`src/rtl/ring_neighbour_difference_5x5_defines.svh`:
```
// assertion macros shared by the ring neighbour difference rtl
// no dependencies; taken in by the files that carry assertions
`ifndef RING_NEIGHBOUR_DIFFERENCE_5X5_DEFINES_SVH
`define RING_NEIGHBOUR_DIFFERENCE_5X5_DEFINES_SVH

// same-cycle implication, off during reset
`define RND_ASSERT_SAME(label, clk, rst, ante, cons, msg) \
   label: assert property (@(posedge clk) disable iff (rst) (ante) |-> (cons)) \
      else $error(msg);

// next-cycle implication, off during reset
`define RND_ASSERT_NEXT(label, clk, rst, ante, cons, msg) \
   label: assert property (@(posedge clk) disable iff (rst) (ante) |=> (cons)) \
      else $error(msg);

`endif

```
`src/rtl/rnd_pkg.sv`:
```
// types, constants and ring tables for the ring neighbour difference block
// no dependencies
package rnd_pkg;

   localparam int PIXEL_BITS      = 16;
   localparam int DIFF_BITS       = PIXEL_BITS + 1;
   localparam int RING_COUNT      = 16;
   localparam int IDX_BITS        = 4;
   localparam int WIN_SIZE        = 5;
   localparam int WIN_EDGE        = WIN_SIZE - 1;
   localparam int LINE_COUNT      = 4;
   localparam int MIN_SIZE        = 5;
   localparam int MAX_HEIGHT      = 4096;
   localparam int ROW_BITS        = 12;
   localparam int COL_BITS        = 10;
   localparam int WIDTH_CFG_BITS  = 11;
   localparam int HEIGHT_CFG_BITS = 13;
   localparam int CSR_INDEX_BITS  = 2;
   localparam int CSR_DATA_BITS   = 13;
   localparam int QUEUE_DEPTH     = 2;
   localparam int QCNT_BITS       = $clog2(QUEUE_DEPTH + 1);
   localparam int QPTR_BITS       = $clog2(QUEUE_DEPTH);

   localparam logic [CSR_INDEX_BITS-1:0] CSR_IMAGE_WIDTH  = 2'd0;
   localparam logic [CSR_INDEX_BITS-1:0] CSR_IMAGE_HEIGHT = 2'd1;

   localparam logic [WIDTH_CFG_BITS-1:0]  WIDTH_RESET  = 11'd78;
   localparam logic [HEIGHT_CFG_BITS-1:0] HEIGHT_RESET = 13'd36;

   localparam logic [IDX_BITS-1:0] RING_LAST = IDX_BITS'(RING_COUNT - 1);

   typedef struct packed {
      logic signed [PIXEL_BITS-1:0] pixel;
      logic                         plane_start;
   } req_type;

   typedef struct packed {
      logic signed [DIFF_BITS-1:0] difference;
      logic [IDX_BITS-1:0]         ring_index;
      logic [ROW_BITS-1:0]         out_row;
      logic [COL_BITS-1:0]         out_col;
      logic                        last;
   } rsp_type;

   typedef logic [PIXEL_BITS-1:0] pix_type;

   // [row][col], col WIN_EDGE is the newest column
   typedef pix_type [WIN_SIZE-1:0][WIN_SIZE-1:0] win_type;

   // one line store word: entry k is input row r-4+k at that column
   typedef pix_type [LINE_COUNT-1:0] line_word_type;

   typedef struct packed {
      pix_type                        centre;
      pix_type [RING_COUNT-1:0]       ring;
      logic [ROW_BITS-1:0]            out_row;
      logic [COL_BITS-1:0]            out_col;
   } job_type;

   typedef struct packed {
      logic                 empty;
      logic [QCNT_BITS-1:0] count;
   } q_status_type;

   // ring walk: top row, right column, bottom row, left column
   function automatic logic [2:0] ring_row(input logic [IDX_BITS-1:0] k);
      logic [2:0] r;
      unique case (k)
         4'd0, 4'd1, 4'd2, 4'd3, 4'd4:       r = 3'd0;
         4'd5, 4'd13:                        r = 3'd1;
         4'd6, 4'd14:                        r = 3'd2;
         4'd7, 4'd15:                        r = 3'd3;
         default:                            r = 3'd4;
      endcase
      return r;
   endfunction

   function automatic logic [2:0] ring_col(input logic [IDX_BITS-1:0] k);
      logic [2:0] c;
      unique case (k)
         4'd0, 4'd8, 4'd13, 4'd14, 4'd15:    c = 3'd0;
         4'd1, 4'd9:                         c = 3'd1;
         4'd2, 4'd10:                        c = 3'd2;
         4'd3, 4'd11:                        c = 3'd3;
         default:                            c = 3'd4;
      endcase
      return c;
   endfunction

endpackage

```
`src/rtl/rnd_back.sv`:
```
// back end: walks the 16 ring positions of the head job, one result per cycle while the result channel is not stalled
// depends on rnd_pkg and the assertion macro header
`include "ring_neighbour_difference_5x5_defines.svh"

module rnd_back (
   input  logic                  clock,
   input  logic                  reset,
   input  rnd_pkg::job_type      head,
   input  rnd_pkg::q_status_type q_status,
   output logic                  pop,
   output logic                  rsp_valid,
   input  logic                  rsp_stall,
   output rnd_pkg::rsp_type      rsp_data
);

   logic [rnd_pkg::IDX_BITS-1:0] idx_ff, idx_in;
   logic                         rsp_valid_ff, rsp_valid_in;
   rnd_pkg::rsp_type             rsp_data_ff, rsp_data_in;
   logic                         load;
   rnd_pkg::pix_type             ring_pix;

   // output register refills when a job is waiting and it is empty or being taken
   assign load = !q_status.empty && (!rsp_valid_ff || !rsp_stall);
   assign pop  = load && (idx_ff == rnd_pkg::RING_LAST);

   always_comb begin
      ring_pix                = head.ring[idx_ff];
      rsp_data_in.difference  = $signed({head.centre[rnd_pkg::PIXEL_BITS-1], head.centre})
                              - $signed({ring_pix[rnd_pkg::PIXEL_BITS-1], ring_pix});
      rsp_data_in.ring_index  = idx_ff;
      rsp_data_in.out_row     = head.out_row;
      rsp_data_in.out_col     = head.out_col;
      rsp_data_in.last        = (idx_ff == rnd_pkg::RING_LAST);
      idx_in                  = load ? idx_ff + rnd_pkg::IDX_BITS'(1) : idx_ff;
      rsp_valid_in            = load || (rsp_valid_ff && rsp_stall);
   end

   always_ff @(posedge clock) begin
      if (reset) begin
         idx_ff       <= '0;
         rsp_valid_ff <= 1'b0;
      end else begin
         idx_ff       <= idx_in;
         rsp_valid_ff <= rsp_valid_in;
      end
   end

   always_ff @(posedge clock) begin
      if (load) begin
         rsp_data_ff <= rsp_data_in;
      end
   end

   assign rsp_valid = rsp_valid_ff;
   assign rsp_data  = rsp_data_ff;

   `RND_ASSERT_NEXT(a_burst_unbroken, clock, reset, rsp_valid_ff && !rsp_stall && !rsp_data_ff.last, rsp_valid_ff, "gap inside a 16-result burst")

endmodule

```
`config.mk`:
```
export PLATFORM = sky130hd
export DESIGN_NAME = rnd_back
export DESIGN_NICKNAME = d
export VERILOG_FILES = /design/src/rtl/rnd_pkg.sv /design/src/rtl/rnd_back.sv
export VERILOG_INCLUDE_DIRS = /design/src /design/src/rtl
export SDC_FILE = /design/constraint.sdc
export NUM_CORES = 1
export LEC_CHECK = 0
export BUFFER_PORTS_ARGS = -buffer_cell sky130_fd_sc_hd__clkbuf_2
export CAP_MARGIN = 20
export CORE_ASPECT_RATIO = 1.2
export CORE_MARGIN = 5
export CORE_UTILIZATION = 25
export DETAILED_ROUTE_END_ITERATION = 10
export PLACE_DENSITY_LB_ADDON = 0.12
export SYNTH_ARGS = -nofsm -noshare
export SYNTH_HDL_FRONTEND = slang
export SYNTH_SLANG_ARGS = --single-unit
```
`constraint.sdc`:
```
create_clock -name clock -period 5.25 [get_ports clock]
set_input_delay 0.2625 -clock clock [delete_from_list [all_inputs] [get_ports clock]]
set_output_delay 0.2625 -clock clock [all_outputs]
set_load 0.02 [all_outputs]
```
==> results.md <==
- Status: finished clean
- Fin worst setup slack: 1.32 ns
- Multiplexer share of the synthesized area: 40.7%
- Largest net degree at the start of global routing: 50
- Layout cells sized above 1: 66.8%
- Logic pwr share: between 40% and 50%
- Post-synth cell types: 47
- # Post-CTS Setup Buffers: 0
- Root Driver: clkbuf_16
- Area of the die: 20300 um2
- Flop2flop setup slack: roughly 1.3 ns
- CP Buf/Inv Count: 1
- Clock Skew: 0.0103 ns
- CP most frequent cell: a21oi_1
- Row Count: 53
- Hold path endpoint: rsp_data[15]
- Largest family of logic cells by synthesized area: multiplexers
- Post-synth ARST share: 0%
- R2R depth: 10
- Leading area contributor after synthesis: mux4_2
- CTS tree: built
- Slowest cell on crit path: dfxtp_2
- Placer Congestion: 0.926
- Vias in the first global route: 4816
- Avg Cell Area, Syn: 13.1 um2
- Switching power: 0.000504 W
- Syn nets: roughly 650
- Post-synth EDFFs: 44
- CP delay by family, top: compound AO/OA/AOI/OAI gates
- Post-synth top flop: edfxtp_1
- Leakage: ~2.9 nW
- Most frequent cells in the layout: 343 x clkbuf_2, 64 x mux4_2, 44 x edfxtp_1
- FF-to-FF Start: idx_ff[1]
- Clock latency on the worst-skew pair: just under 0.3 ns
- Worst Path Max Fanout: 29
- Final wirelength: 17800 um
- Synth Area in Simple Gates: about 6.7%
- Vias/cell: ~4.8
- CTS resizes: 0
- Clock Tree Buf Depth: 2
- Post-Synth XOR/XNOR Area: 2.80%
- Slew @ Worst Pin: 0.725 ns
- Adder-cell share of the synthesized area: 5.32%
- Commonest non-fill, non-tap cell in the layout: clkbuf_2
- Worst Path Arrival: 3.96 ns
- Worst vdd ir: about 120 uV
- Finished Core Util: 37.3%
- Setup TNS: 0 ns
- Core Area: 17400 um2
- Cell Int Power: 0.00105 W
- H-tree depth: 2
- Final min period: slightly below 4 ns
- Die height: 155 um
- Routed len/inst: 20.1 um
- Register area: 1430 um2
- Fill count: 1786
- First-pass DRT Iterations: 4
- Crit Path Category: reg -> reg
- Yosys top cell area share: 32.9%
- Crit. End Element: flip-flop
- DR vias: roughly 4300
- Max-slew violation count: 0
- Critical Path RT: 5.28 ns
- Area Overhead vs Synth: 48.1%
- Reg power frac: 33.4%
- Slew HR: between 50% and 60%
- Min-delay worst type: in -> reg
- Netlist Area Pre-Place: 4380 um2
- Worst path cell trace: buf_4 > mux4_2 > mux2_2 > a21oi_1 > ha_1 > a21oi_1 > o21ai_0 > a221oi_1 > o41ai_1 > xnor2_1
- Max incr delay on CP: 0.75 ns
- Clock power share: approximately 24%
- Drt drc: 0
- CTS Hold Bufs: 0
- Maxcap violations: 0
- Post-synthesis compound-gate area fraction: roughly 8.0%
- Final #Nets: around 1000
- Ys Warns: 0
- RSZ-0062 raised after global routing: false
- Setup violators final: 0
- Initial detailed-routing violation count: 213
- Min-delay src: head[14]
- GRT Residual Overflow: 0
- Total GRT Usage: approximately 17%
- Post-DP HPWL: 15500 um
- Area of the multi-input gates: 2790 um2
- Chip Width: about 130 um
- FMAX: 255 MHz
- Synth Register Bits: 49
- Sw Share: 32.4%
- I/O Buffers: 343
- Initial Util: about a quarter
- Sequential share of the synthesized area: 32.5%
- Synth top area cells: mux4_2 33%, edfxtp_1 30%, ha_1 4.9%, mux2i_1 3.9%, mux2_2 3.9%
- Reg2reg end: rsp_data[42]
- Initial antenna violation count: 1
- IO Pins: 346
- Worst setup SP type: flip-flop
- Hold path depth: 1
- Final ANT Viol Nets: 0
- Place WS: between 1 and 1.5 ns
- First-pass GRT wire length: 26600 um
- Num CTS Buffers: 5
- Final Hold Vio Count: 0
- Tcrit/Tclk final: 74.8%
- PwrDens: 240 nW/um2
- WHS: 0.140 ns
- Clk pin slew, worst setup/hold paths: 0.07 ns
- Sink Count: 49
- Mapped Cells: 333
[per-stage QoR]
stage,instance area (um2),power (W),std cells
2_1_floorplan,4380,0.000956,333
3_3_place_gp,6310,0.00119,875
3_5_place_dp,6310,0.00120,875
4_1_cts,6480,0.00159,883
5_1_grt,6480,0.00166,883
6_report,6480,0.00156,884
[sequential cells by signal, indices dropped and copies added, names as in the netlist]
name       cells
rsp_data      44
rsp_valid      1
idx_ff         4
[worst max path at each step]
| stage | to | slack, ns | from | cells past startpoint |
|---|---|---|---|---|
| after detailed placement | rsp_data[36] | 1.29 | idx_ff[0] | 11 |
| final | rsp_data[42] | 1.32 | idx_ff[1] | 10 |
| after global routing | rsp_data[42] | 1.01 | idx_ff[0] | 10 |
| after floorplan | pop | 1.71 | rsp_valid | 2 |
| after global placement | rsp_data[36] | 1.33 | idx_ff[0] | 11 |
| after CTS | rsp_data[36] | 1.28 | idx_ff[0] | 10 |
[final cells by class]
class,instances,share of cell area [%]
clock buffer,5,1.93
inverter,12,0.695
tap,220,4.25
sequential,49,22.0
multi-input combinational,246,43.1
antenna,1,0.0386
timing repair buffer,348,27.2
clock inverter,3,0.772
[Yosys cell counts (all sizes together), types with 8 or more instances]
| cell type | instances |
|---|---|
| inv | 12 |
| mux2i | 17 |
| mux4 | 64 |
| clkbuf | 14 |
| buf | 12 |
| xnor2 | 8 |
| nand2 | 13 |
| nor2 | 24 |
| edfxtp | 44 |
| ha | 17 |
| mux2 | 15 |
| nor3 | 8 |
| a21oi | 28 |
[per-layer routing]
metal	vias to the layer above	part of all wire [%]	GRT usage, %
met5	-	0.073	0
met4	2	2.4	4.90
met3	24	9.7	4.64
met2	218	50	29.2
met1	1992	38	21.1
li1	2019	-	-
[power by group through the flow]
| stage | clock network [W] | registers [W] | logic [W] |
|---|---|---|---|
| final | 0.000378 | 0.000520 | 0.000658 |
| after global routing | 0.000407 | 0.000528 | 0.000727 |
| after CTS | 0.000393 | 0.000523 | 0.000670 |
| after detailed placement | 0 | 0.000532 | 0.000668 |
| after global placement | 0 | 0.000530 | 0.000658 |
| after floorplan | 0 | 0.000565 | 0.000391 |
[logic make-up after synthesis]
group           after synthesis
simple gates                 64
buf+inv                      38
mux                          96
compound gates               54
flops                        49
fa+ha+maj                    18
xor+xnor                     14
Power figures use the tool's default switching activity.
