**config.mk**
```make
export PLATFORM = sky130hd
export DESIGN_NAME = rnd_queue
export DESIGN_NICKNAME = d
export VERILOG_FILES = /design/src/rtl/rnd_pkg.sv /design/src/rtl/rnd_queue.sv
export VERILOG_INCLUDE_DIRS = /design/src /design/src/rtl
export SDC_FILE = /design/constraint.sdc
export NUM_CORES = 1
export LEC_CHECK = 0
export ABC_CLOCK_PERIOD_IN_PS = 21400
export CAP_MARGIN = 25
export CORE_AREA = 8 8 228 230
export CTS_BUF_LIST = sky130_fd_sc_hd__clkbuf_16
export CTS_CLUSTER_DIAMETER = 30
export DETAILED_ROUTE_END_ITERATION = 7
export DIE_AREA = 0 0 236 238
export DONT_BUFFER_PORTS = 1
export GPL_TIMING_DRIVEN = 0
export PLACE_DENSITY = 0.67
export SYNTH_ARGS = -nofsm -noshare
export SYNTH_HDL_FRONTEND = slang
export SYNTH_SLANG_ARGS = --single-unit
```
**constraint.sdc**
```tcl
create_clock -name clock -period 21.4 [get_ports clock]
set_input_delay 2.14 -clock clock [delete_from_list [all_inputs] [get_ports clock]]
set_output_delay 2.14 -clock clock [all_outputs]
set_load 0.03 [all_outputs]
```
**src/rtl/ring_neighbour_difference_5x5_defines.svh**
```systemverilog
// assertion macros shared by the ring neighbour difference rtl
// no dependencies; taken in by the files that carry assertions
`ifndef RING_NEIGHBOUR_DIFFERENCE_5X5_DEFINES_SVH
`define RING_NEIGHBOUR_DIFFERENCE_5X5_DEFINES_SVH

// same-cycle implication, off during reset
`define RND_ASSERT_SAME(label, clk, rst, ante, cons, msg) \
   label: assert property (@(posedge clk) disable iff (rst) (ante) |-> (cons)) \
      else $error(msg);

// next-cycle implication, off during reset
`define RND_ASSERT_NEXT(label, clk, rst, ante, cons, msg) \
   label: assert property (@(posedge clk) disable iff (rst) (ante) |=> (cons)) \
      else $error(msg);

`endif

```
**src/rtl/rnd_pkg.sv**
```systemverilog
// types, constants and ring tables for the ring neighbour difference block
// no dependencies
package rnd_pkg;

   localparam int PIXEL_BITS      = 16;
   localparam int DIFF_BITS       = PIXEL_BITS + 1;
   localparam int RING_COUNT      = 16;
   localparam int IDX_BITS        = 4;
   localparam int WIN_SIZE        = 5;
   localparam int WIN_EDGE        = WIN_SIZE - 1;
   localparam int LINE_COUNT      = 4;
   localparam int MIN_SIZE        = 5;
   localparam int MAX_HEIGHT      = 4096;
   localparam int ROW_BITS        = 12;
   localparam int COL_BITS        = 10;
   localparam int WIDTH_CFG_BITS  = 11;
   localparam int HEIGHT_CFG_BITS = 13;
   localparam int CSR_INDEX_BITS  = 2;
   localparam int CSR_DATA_BITS   = 13;
   localparam int QUEUE_DEPTH     = 2;
   localparam int QCNT_BITS       = $clog2(QUEUE_DEPTH + 1);
   localparam int QPTR_BITS       = $clog2(QUEUE_DEPTH);

   localparam logic [CSR_INDEX_BITS-1:0] CSR_IMAGE_WIDTH  = 2'd0;
   localparam logic [CSR_INDEX_BITS-1:0] CSR_IMAGE_HEIGHT = 2'd1;

   localparam logic [WIDTH_CFG_BITS-1:0]  WIDTH_RESET  = 11'd78;
   localparam logic [HEIGHT_CFG_BITS-1:0] HEIGHT_RESET = 13'd36;

   localparam logic [IDX_BITS-1:0] RING_LAST = IDX_BITS'(RING_COUNT - 1);

   typedef struct packed {
      logic signed [PIXEL_BITS-1:0] pixel;
      logic                         plane_start;
   } req_type;

   typedef struct packed {
      logic signed [DIFF_BITS-1:0] difference;
      logic [IDX_BITS-1:0]         ring_index;
      logic [ROW_BITS-1:0]         out_row;
      logic [COL_BITS-1:0]         out_col;
      logic                        last;
   } rsp_type;

   typedef logic [PIXEL_BITS-1:0] pix_type;

   // [row][col], col WIN_EDGE is the newest column
   typedef pix_type [WIN_SIZE-1:0][WIN_SIZE-1:0] win_type;

   // one line store word: entry k is input row r-4+k at that column
   typedef pix_type [LINE_COUNT-1:0] line_word_type;

   typedef struct packed {
      pix_type                        centre;
      pix_type [RING_COUNT-1:0]       ring;
      logic [ROW_BITS-1:0]            out_row;
      logic [COL_BITS-1:0]            out_col;
   } job_type;

   typedef struct packed {
      logic                 empty;
      logic [QCNT_BITS-1:0] count;
   } q_status_type;

   // ring walk: top row, right column, bottom row, left column
   function automatic logic [2:0] ring_row(input logic [IDX_BITS-1:0] k);
      logic [2:0] r;
      unique case (k)
         4'd0, 4'd1, 4'd2, 4'd3, 4'd4:       r = 3'd0;
         4'd5, 4'd13:                        r = 3'd1;
         4'd6, 4'd14:                        r = 3'd2;
         4'd7, 4'd15:                        r = 3'd3;
         default:                            r = 3'd4;
      endcase
      return r;
   endfunction

   function automatic logic [2:0] ring_col(input logic [IDX_BITS-1:0] k);
      logic [2:0] c;
      unique case (k)
         4'd0, 4'd8, 4'd13, 4'd14, 4'd15:    c = 3'd0;
         4'd1, 4'd9:                         c = 3'd1;
         4'd2, 4'd10:                        c = 3'd2;
         4'd3, 4'd11:                        c = 3'd3;
         default:                            c = 3'd4;
      endcase
      return c;
   endfunction

endpackage

```
**src/rtl/rnd_queue.sv**
```systemverilog
// short job queue between the window front end and the result sequencer
// depends on rnd_pkg and the assertion macro header
`include "ring_neighbour_difference_5x5_defines.svh"

module rnd_queue (
   input  logic                  clock,
   input  logic                  reset,
   input  logic                  push,
   input  rnd_pkg::job_type      push_data,
   input  logic                  pop,
   output rnd_pkg::job_type      head,
   output rnd_pkg::q_status_type q_status
);

   rnd_pkg::job_type                entry_ff [rnd_pkg::QUEUE_DEPTH];
   logic [rnd_pkg::QPTR_BITS-1:0]   wr_ptr_ff, wr_ptr_in;
   logic [rnd_pkg::QPTR_BITS-1:0]   rd_ptr_ff, rd_ptr_in;
   logic [rnd_pkg::QCNT_BITS-1:0]   count_ff, count_in;

   always_comb begin
      wr_ptr_in = push ? wr_ptr_ff + rnd_pkg::QPTR_BITS'(1) : wr_ptr_ff;
      rd_ptr_in = pop ? rd_ptr_ff + rnd_pkg::QPTR_BITS'(1) : rd_ptr_ff;
      count_in  = count_ff + rnd_pkg::QCNT_BITS'(push) - rnd_pkg::QCNT_BITS'(pop);
   end

   always_ff @(posedge clock) begin
      if (reset) begin
         wr_ptr_ff <= '0;
         rd_ptr_ff <= '0;
         count_ff  <= '0;
      end else begin
         wr_ptr_ff <= wr_ptr_in;
         rd_ptr_ff <= rd_ptr_in;
         count_ff  <= count_in;
      end
   end

   always_ff @(posedge clock) begin
      if (push) begin
         entry_ff[wr_ptr_ff] <= push_data;
      end
   end

   assign head           = entry_ff[rd_ptr_ff];
   assign q_status.empty = (count_ff == '0);
   assign q_status.count = count_ff;

   `RND_ASSERT_SAME(a_no_overflow, clock, reset, push, count_ff < rnd_pkg::QCNT_BITS'(rnd_pkg::QUEUE_DEPTH), "job queue overflow")
   `RND_ASSERT_SAME(a_no_underflow, clock, reset, pop, count_ff != '0, "job queue underflow")

endmodule

```
==> flow_metrics.env, run 1 <==
export IMPL_p_per_area_nw_per_um2=126
export IMPL_slowest_delay_ns=0.41
export IMPL_initial_core_util_pct=46.6
export IMPL_synthFlopType="edfxtp_1"
export IMPL_cts_sinks=593
export IMPL_cts_clk_slew_worst_paths_ns=0.04
export IMPL_clockBufferDepth=3
export IMPL_n_fill_cell=3434
export IMPL_netlist_area_um2=22500
export IMPL_synth_area_leaders="edfxtp_1 78%, mux2_4 17%, mux2_2 1.7%, buf_6 1.4%, dfxtp_1 0.44%"
export IMPL_hold_viol=0
export IMPL_hold_path_class="register to register"
export IMPL_placed_cells=1574
export IMPL_vias=9337
export IMPL_critPathKind="register to output pin"
export IMPL_crit_slowest_cell="mux2_4"
export IMPL_postCtsHoldBufs=0
export IMPL_p_leak_nw=9.92
export IMPL_sw_frac_of_total_pct=24.3
export IMPL_syn_mean_instance_area_um2=24.1
export IMPL_io_buffer_count=0
export IMPL_ant_nets=0
export IMPL_crit_path_frequent_cell="buf_6"
export IMPL_grtUsageMet1_pct=15.8
export IMPL_yosysMostFrequentCell="edfxtp_1"
export IMPL_synth_cell_types=14
export IMPL_grt_usage_pct=17.3
export IMPL_cts_root_buf="clkbuf_16"
export IMPL_grt_util_met2_pct=30.5
export IMPL_cts_resized=0
export IMPL_gr_usage_met3_pct=10.5
export IMPL_setup_tns_ns=0
export IMPL_yosys_warnings=0
export IMPL_drc=0
export IMPL_numCtsBuffers=109
export IMPL_total_power_mw=3.47
export IMPL_setup_viol=0
export IMPL_start_kind="register"
export IMPL_grt_pass1_wl_um=70500
export IMPL_routedWlPerCell_um=28.7
export IMPL_grt_busiest_layer="met2"
export IMPL_drt_total_wl_um=51200
export IMPL_worst_slew_pin_slew_ns=0.598
export IMPL_clock_latency_ns=0.62
export IMPL_place_congestion=0.748
export IMPL_core_um2=48300
export IMPL_synth_top_area_cell="edfxtp_1"
export IMPL_synth_nets=1235
export IMPL_clock_skew_ns=0.0167
export IMPL_p_int_mw=2.62
export IMPL_synth_top_area_share_pct=78.4
export IMPL_fmax_mhz=245
export IMPL_crit_chain="buf_6, buf_8, buf_6, mux2_4"
export IMPL_cts_tree="built"
export IMPL_drv_cap=0
export IMPL_finalNonFillerCells=1783
export IMPL_ys_ff_latch=593
export IMPL_crit_required_ns=19.26
export IMPL_synth_edff_count=588
export IMPL_seqPwrFrac_pct=39.8
export IMPL_clockPowerShare_pct=49.6
export IMPL_status="complete, no violations"
export IMPL_final_max_slew_viol_count=0
export IMPL_viasPerCell=5.24
export IMPL_crit_arrival_ns=1.95
export IMPL_first_pass_iters=4
export IMPL_drive_above_1_share_pct=46.2
export IMPL_p_comb_share_pct=10.6
export IMPL_rsz0062_at_grt="no"
export IMPL_cp_end_kind="output pin"
export IMPL_htree_levels=3
export IMPL_hold_start="rd_ptr_ff"
export IMPL_relSlewSlack_pct=60.0
export IMPL_cts_setup_buffers=0
export IMPL_r2r_start="wr_ptr_ff"
export IMPL_grt_max_degree=69
export IMPL_fin_crit_ns=4.09
export IMPL_die_h_um=238
export IMPL_cp_top_family="buffers and inverters"
export IMPL_async_flop_share_pct=0
export IMPL_worst_hold_slack_ns=0.529
export IMPL_std_cell_rows=81
export IMPL_area_delta_synth_final_pct=22.2
export IMPL_grt_overflow_total=0
export IMPL_hpwl_um=37200
export IMPL_syn_inst=935
export IMPL_die_area_um2=56200
export IMPL_finalCritPeriodShare_pct=19.1
export IMPL_seq_area_frac_synth_pct=78.9
export IMPL_synth_commonest_cells="588 x edfxtp_1, 260 x mux2_4, 34 x mux2_2"
export IMPL_chipWidth_um=236
export IMPL_peakVddDrop_mv=0.0911
export IMPL_fin_util_pct=56.9
export IMPL_crit_fanout=10
export IMPL_layout_nets=1363
export IMPL_critPathBufInv=3
export IMPL_power_switching_uw=843
export IMPL_grt_antenna_before_repair=6
export IMPL_grt_pass1_vias=9959
export IMPL_io_pins=595
export IMPL_drtIter0Drc=544
## placed cells by master (no fill, tap or decap)
| master | count |
|---|---|
| mux2_2 | 34 |
| buf_8 | 2 |
| ha_1 | 2 |
| inv_1 | 8 |
| clkinvlp_4 | 16 |
| nor2b_1 | 1 |
| nor2_1 | 5 |
| xnor3_1 | 1 |
| clkinv_2 | 21 |
| buf_2 | 3 |
| buf_12 | 9 |
| and2_4 | 1 |
| xnor2_1 | 2 |
| nor2b_4 | 1 |
| buf_6 | 28 |
| mux2_4 | 260 |
| clkinv_16 | 2 |
| dfxtp_1 | 5 |
| clkbuf_16 | 110 |
| buf_16 | 8 |
| clkinv_8 | 1 |
| bufinv_16 | 16 |
| clkinv_4 | 8 |
| clkinv_1 | 10 |
| edfxtp_1 | 588 |
| diode_2 | 4 |
| inv_6 | 15 |
## cell families (layout without fill, tap and decap cells)
family	after synthesis	count (layout)	synth area share [%]
DFF	593	593	78.9
and+or+nand+nor	8	8	0.167
xor gates and xnor gates	3	3	0.178
adders and majority gates	2	2	0.111
muxes	294	294	19.0
other	0	4	0
buffers and inverters	35	257	1.63
## power groups by stage
stage	registers (mW)	logic, mW	clock network (mW)
final	1.38	0.368	1.72
after global routing	1.38	0.382	1.81
after CTS	1.38	0.376	1.75
after detailed placement	1.40	0.375	0
after global placement	1.44	0.360	0
after floorplan	1.42	0.302	0
## worst paths after layout
check | end | slack (ns) | cells past startpoint
worst max-delay path | head[70] | 17.31 | 4
worst min-delay path | register | 0.53 | 2
worst max register to register | entry_ff[0][220] | 18.96 | 7
worst min register to register | register | 0.53 | 2
## tightest hold or removal path: stages, from the launching register on
cell and delay [ns]:
dfxtp_1 0.32, xnor2_1 0.09, nor2_1 0.08
## routing by layer
metal	vias to the layer above	share of wire [%]
met5	-	0.11
met4	8	3.3
met3	107	13
met2	445	53
met1	4723	31
li1	4054	-
## through the flow
stage / instance area [um2] / setup slack, ns
after floorplan: 22500 / 5.63
after global placement: 23300 / -1.32
after detailed placement: 23700 / 17.13
after CTS: 27500 / 17.20
after global routing: 27500 / 17.20
final: 27500 / 17.31
## area by class of cell
type                            instances  area, um2  share of cell area [%]
Tap cell                              622        778                    2.83
Buffer                                 33        360                    1.31
Multi-Input combinational cell        307       4400                    16.0
Clock buffer                          110       2750                    10.0
Timing Repair Buffer                   17        400                    1.46
Antenna cell                            4       10.0                  0.0364
Inverter                                2       7.51                  0.0273
Clock inverter                         95       1040                    3.79
Sequential cell                       593      17800                    64.6
## flip-flops by register name, indices dropped and copies added, names as in the netlist, named ones only
register   cells
entry_ff     588
count_ff       2
rd_ptr_ff      1
wr_ptr_ff      1
Note: power is estimated with default switching activity, not from simulation.
==> run 2: changes to the inputs <==
--- a/config.mk
+++ b/config.mk
@@ -6,16 +6,16 @@
 export SDC_FILE = /design/constraint.sdc
 export NUM_CORES = 1
 export LEC_CHECK = 0
-export ABC_CLOCK_PERIOD_IN_PS = 21400
+export ABC_CLOCK_PERIOD_IN_PS = 3450
 export CAP_MARGIN = 25
-export CORE_AREA = 8 8 228 230
+export CORE_AREA = 8 8 227 229
 export CTS_BUF_LIST = sky130_fd_sc_hd__clkbuf_16
 export CTS_CLUSTER_DIAMETER = 30
 export DETAILED_ROUTE_END_ITERATION = 7
-export DIE_AREA = 0 0 236 238
+export DIE_AREA = 0 0 235 237
 export DONT_BUFFER_PORTS = 1
 export GPL_TIMING_DRIVEN = 0
-export PLACE_DENSITY = 0.67
+export PLACE_DENSITY = 0.69
 export SYNTH_ARGS = -nofsm -noshare
 export SYNTH_HDL_FRONTEND = slang
 export SYNTH_SLANG_ARGS = --single-unit
==> constraint.sdc (replaced) <==
create_clock -name clock -period 3.45 [get_ports clock]
set_input_delay 0.345 -clock clock [delete_from_list [all_inputs] [get_ports clock]]
set_output_delay 0.345 -clock clock [all_outputs]
set_load 0.03 [all_outputs]
==> flow_metrics.env, run 2 (synthesized netlist as in run 1, its figures left out) <==
export IMPL_status="complete, no violations"
export IMPL_cts_tree="built"
export IMPL_reg2reg_depth=5
export IMPL_top_regs="entry_ff (588), count_ff (2)"
export IMPL_fmax_mhz=426
export IMPL_drive_above_1_share_pct=35.8
export IMPL_chipWidth_um=235
export IMPL_std_cell_rows=81
export IMPL_peakVddDrop_mv=0.791
export IMPL_crit_required_ns=3.76
export IMPL_layout_setup_ws_ns=1.10
export IMPL_ant_nets=0
export IMPL_critPathBufInv=4
export IMPL_start_kind="register"
export IMPL_io_pins=595
export IMPL_layout_nets=1657
export IMPL_crit_arrival_ns=2.65
export IMPL_drc=0
export IMPL_die_area_um2=55700
export IMPL_post_place_ws_ns=1.13
export IMPL_die_h_um=237
export IMPL_relSlewSlack_pct=38.4
export IMPL_crit_fanout=29
export IMPL_grt_overflow_total=0
export IMPL_io_buffer_count=0
export IMPL_final_max_slew_viol_count=0
export IMPL_hold_depth=3
export IMPL_grt_antenna_before_repair=6
export IMPL_setup_viol=0
export IMPL_grt_max_degree=68
export IMPL_grt_pass1_vias=11798
export IMPL_final_cell_mix="588 x edfxtp_1, 298 x dlygate4sd3_1, 260 x mux2_4"
export IMPL_worst_slew_pin_slew_ns=0.922
export IMPL_drtIter0Drc=780
export IMPL_mostFrequentLayoutCell="edfxtp_1"
export IMPL_rrSetupSlack_ns=1.10
export IMPL_register_area_um2=17800
export IMPL_slowest_delay_ns=0.73
export IMPL_fin_crit_ns=2.35
export IMPL_largest_reg_flops=588
export IMPL_first_pass_iters=4
export IMPL_critPathKind="register to register"
export IMPL_grt_pass1_wl_um=79000
export IMPL_cts_root_buf="clkbuf_16"
export IMPL_core_um2=48100
export IMPL_clock_latency_ns=0.62
export IMPL_min_to="count_ff[1]"
export IMPL_hold_start="push"
export IMPL_drt_total_wl_um=55000
export IMPL_largest_register="entry_ff"
export IMPL_area_delta_synth_final_pct=33.9
export IMPL_p_leak_nw=11.0
export IMPL_n_fill_cell=3043
export IMPL_crit_slowest_cell="nor2b_4"
export IMPL_finalCritPeriodShare_pct=68.0
export IMPL_hold_viol=0
export IMPL_r2r_start="wr_ptr_ff"
export IMPL_cts_clk_slew_worst_paths_ns=0.05
export IMPL_cts_sinks=593
export IMPL_initial_core_util_pct=46.8
export IMPL_clock_skew_ns=0.0214
export IMPL_worst_hold_slack_ns=0.0947
export IMPL_crit_chain="nor2b_4, buf_12, buf_16, buf_12, buf_16"
export IMPL_vias=10633
export IMPL_place_congestion=0.739
export IMPL_drv_cap=0
export IMPL_setup_tns_ns=0
export IMPL_hold_path_class="input port to register"
export IMPL_p_per_area_nw_per_um2=700
export IMPL_hpwl_um=35900
export IMPL_rr_endpoint="entry_ff[0][244]"
export IMPL_htree_levels=3
export IMPL_cp_top_family="buffers and inverters"
export IMPL_multiInputGateArea_um2=4400
export IMPL_viasPerCell=5.13
export IMPL_rsz0062_at_grt="no"
export IMPL_routedWlPerCell_um=26.5
export IMPL_numCtsBuffers=107
export IMPL_grt_usage_pct=19.0
export IMPL_clockBufferDepth=3
export IMPL_cp_end_kind="register"
-- run 2: worst register-to-register path, delay by kind of cell (launching register included) --
kind / cells / cell delay [ns]
and+or+nand+nor: 1 / 0.74
buffers and inverters: 4 / 0.94
DFF: 1 / 0.34
-- run 2: power breakdown --
group / total [mW] / internal (mW) / switching (mW)
sequential: 8.57 / 8.43 / 0.131
combinational: 2.64 / 1.00 / 1.64
clock: 9.89 / 6.28 / 3.61
total: 21.1 / 15.7 / 5.37
-- run 2: area by class of cell --
class | count | area share [%]
timing repair buffer | 313 | 11.0
clock buffer | 108 | 8.97
clock inverter | 90 | 2.66
inverter | 2 | 0.0249
tap | 622 | 2.58
buffer | 33 | 1.20
multi-input combinational | 307 | 14.6
sequential | 593 | 58.9
antenna | 4 | 0.0332
-- run 2: worst max-delay path by stage --
stage / startpoint / to / slack [ns] / cells after the start
after floorplan: push / entry_ff[0][0] / -1.72 / 1
after global placement: push / entry_ff[0][116] / -3.99 / 1
after detailed placement: push / entry_ff[0][116] / 1.13 / 5
after CTS: register / head[219] / 1.04 / 4
after global routing: wr_ptr_ff / entry_ff[0][233] / 1.01 / 5
final: wr_ptr_ff / entry_ff[0][244] / 1.10 / 5
-- run 2: timing repair --
| item | CTS | global route |
|---|---|---|
| endpoints found under the hold margin | 593 | 0 |
| hold buffers | 298 | 0 |
| setup buffers | 0 | 0 |
| resized for setup | 0 | 0 |
-- run 2: metrics by stage --
| stage | cell area, um2 | util [%] | std cells | total power [mW] |
|---|---|---|---|---|
| 2_1_floorplan | 22500 | - | 935 | 10.6 |
| 3_3_place_gp | 23300 | 48.4 | 1557 | 11.0 |
| 6_report | 30100 | 62.6 | 2072 | 21.1 |
| 3_5_place_dp | 23600 | 49.1 | 1572 | 11.0 |
| 5_1_grt | 30100 | 62.6 | 2072 | 21.7 |
| 4_1_cts | 30100 | 62.6 | 2068 | 21.2 |
-- run 2: layer usage --
| metal | track usage (%) | vias up | wire length [um] |
|---|---|---|---|
| li1 | - | 4643 | - |
| met1 | 19.3 | 5365 | 19000 |
| met2 | 34.4 | 508 | 29300 |
| met3 | 7.53 | 113 | 4730 |
| met4 | 8.30 | 4 | 1840 |
| met5 | 0 | - | 27 |
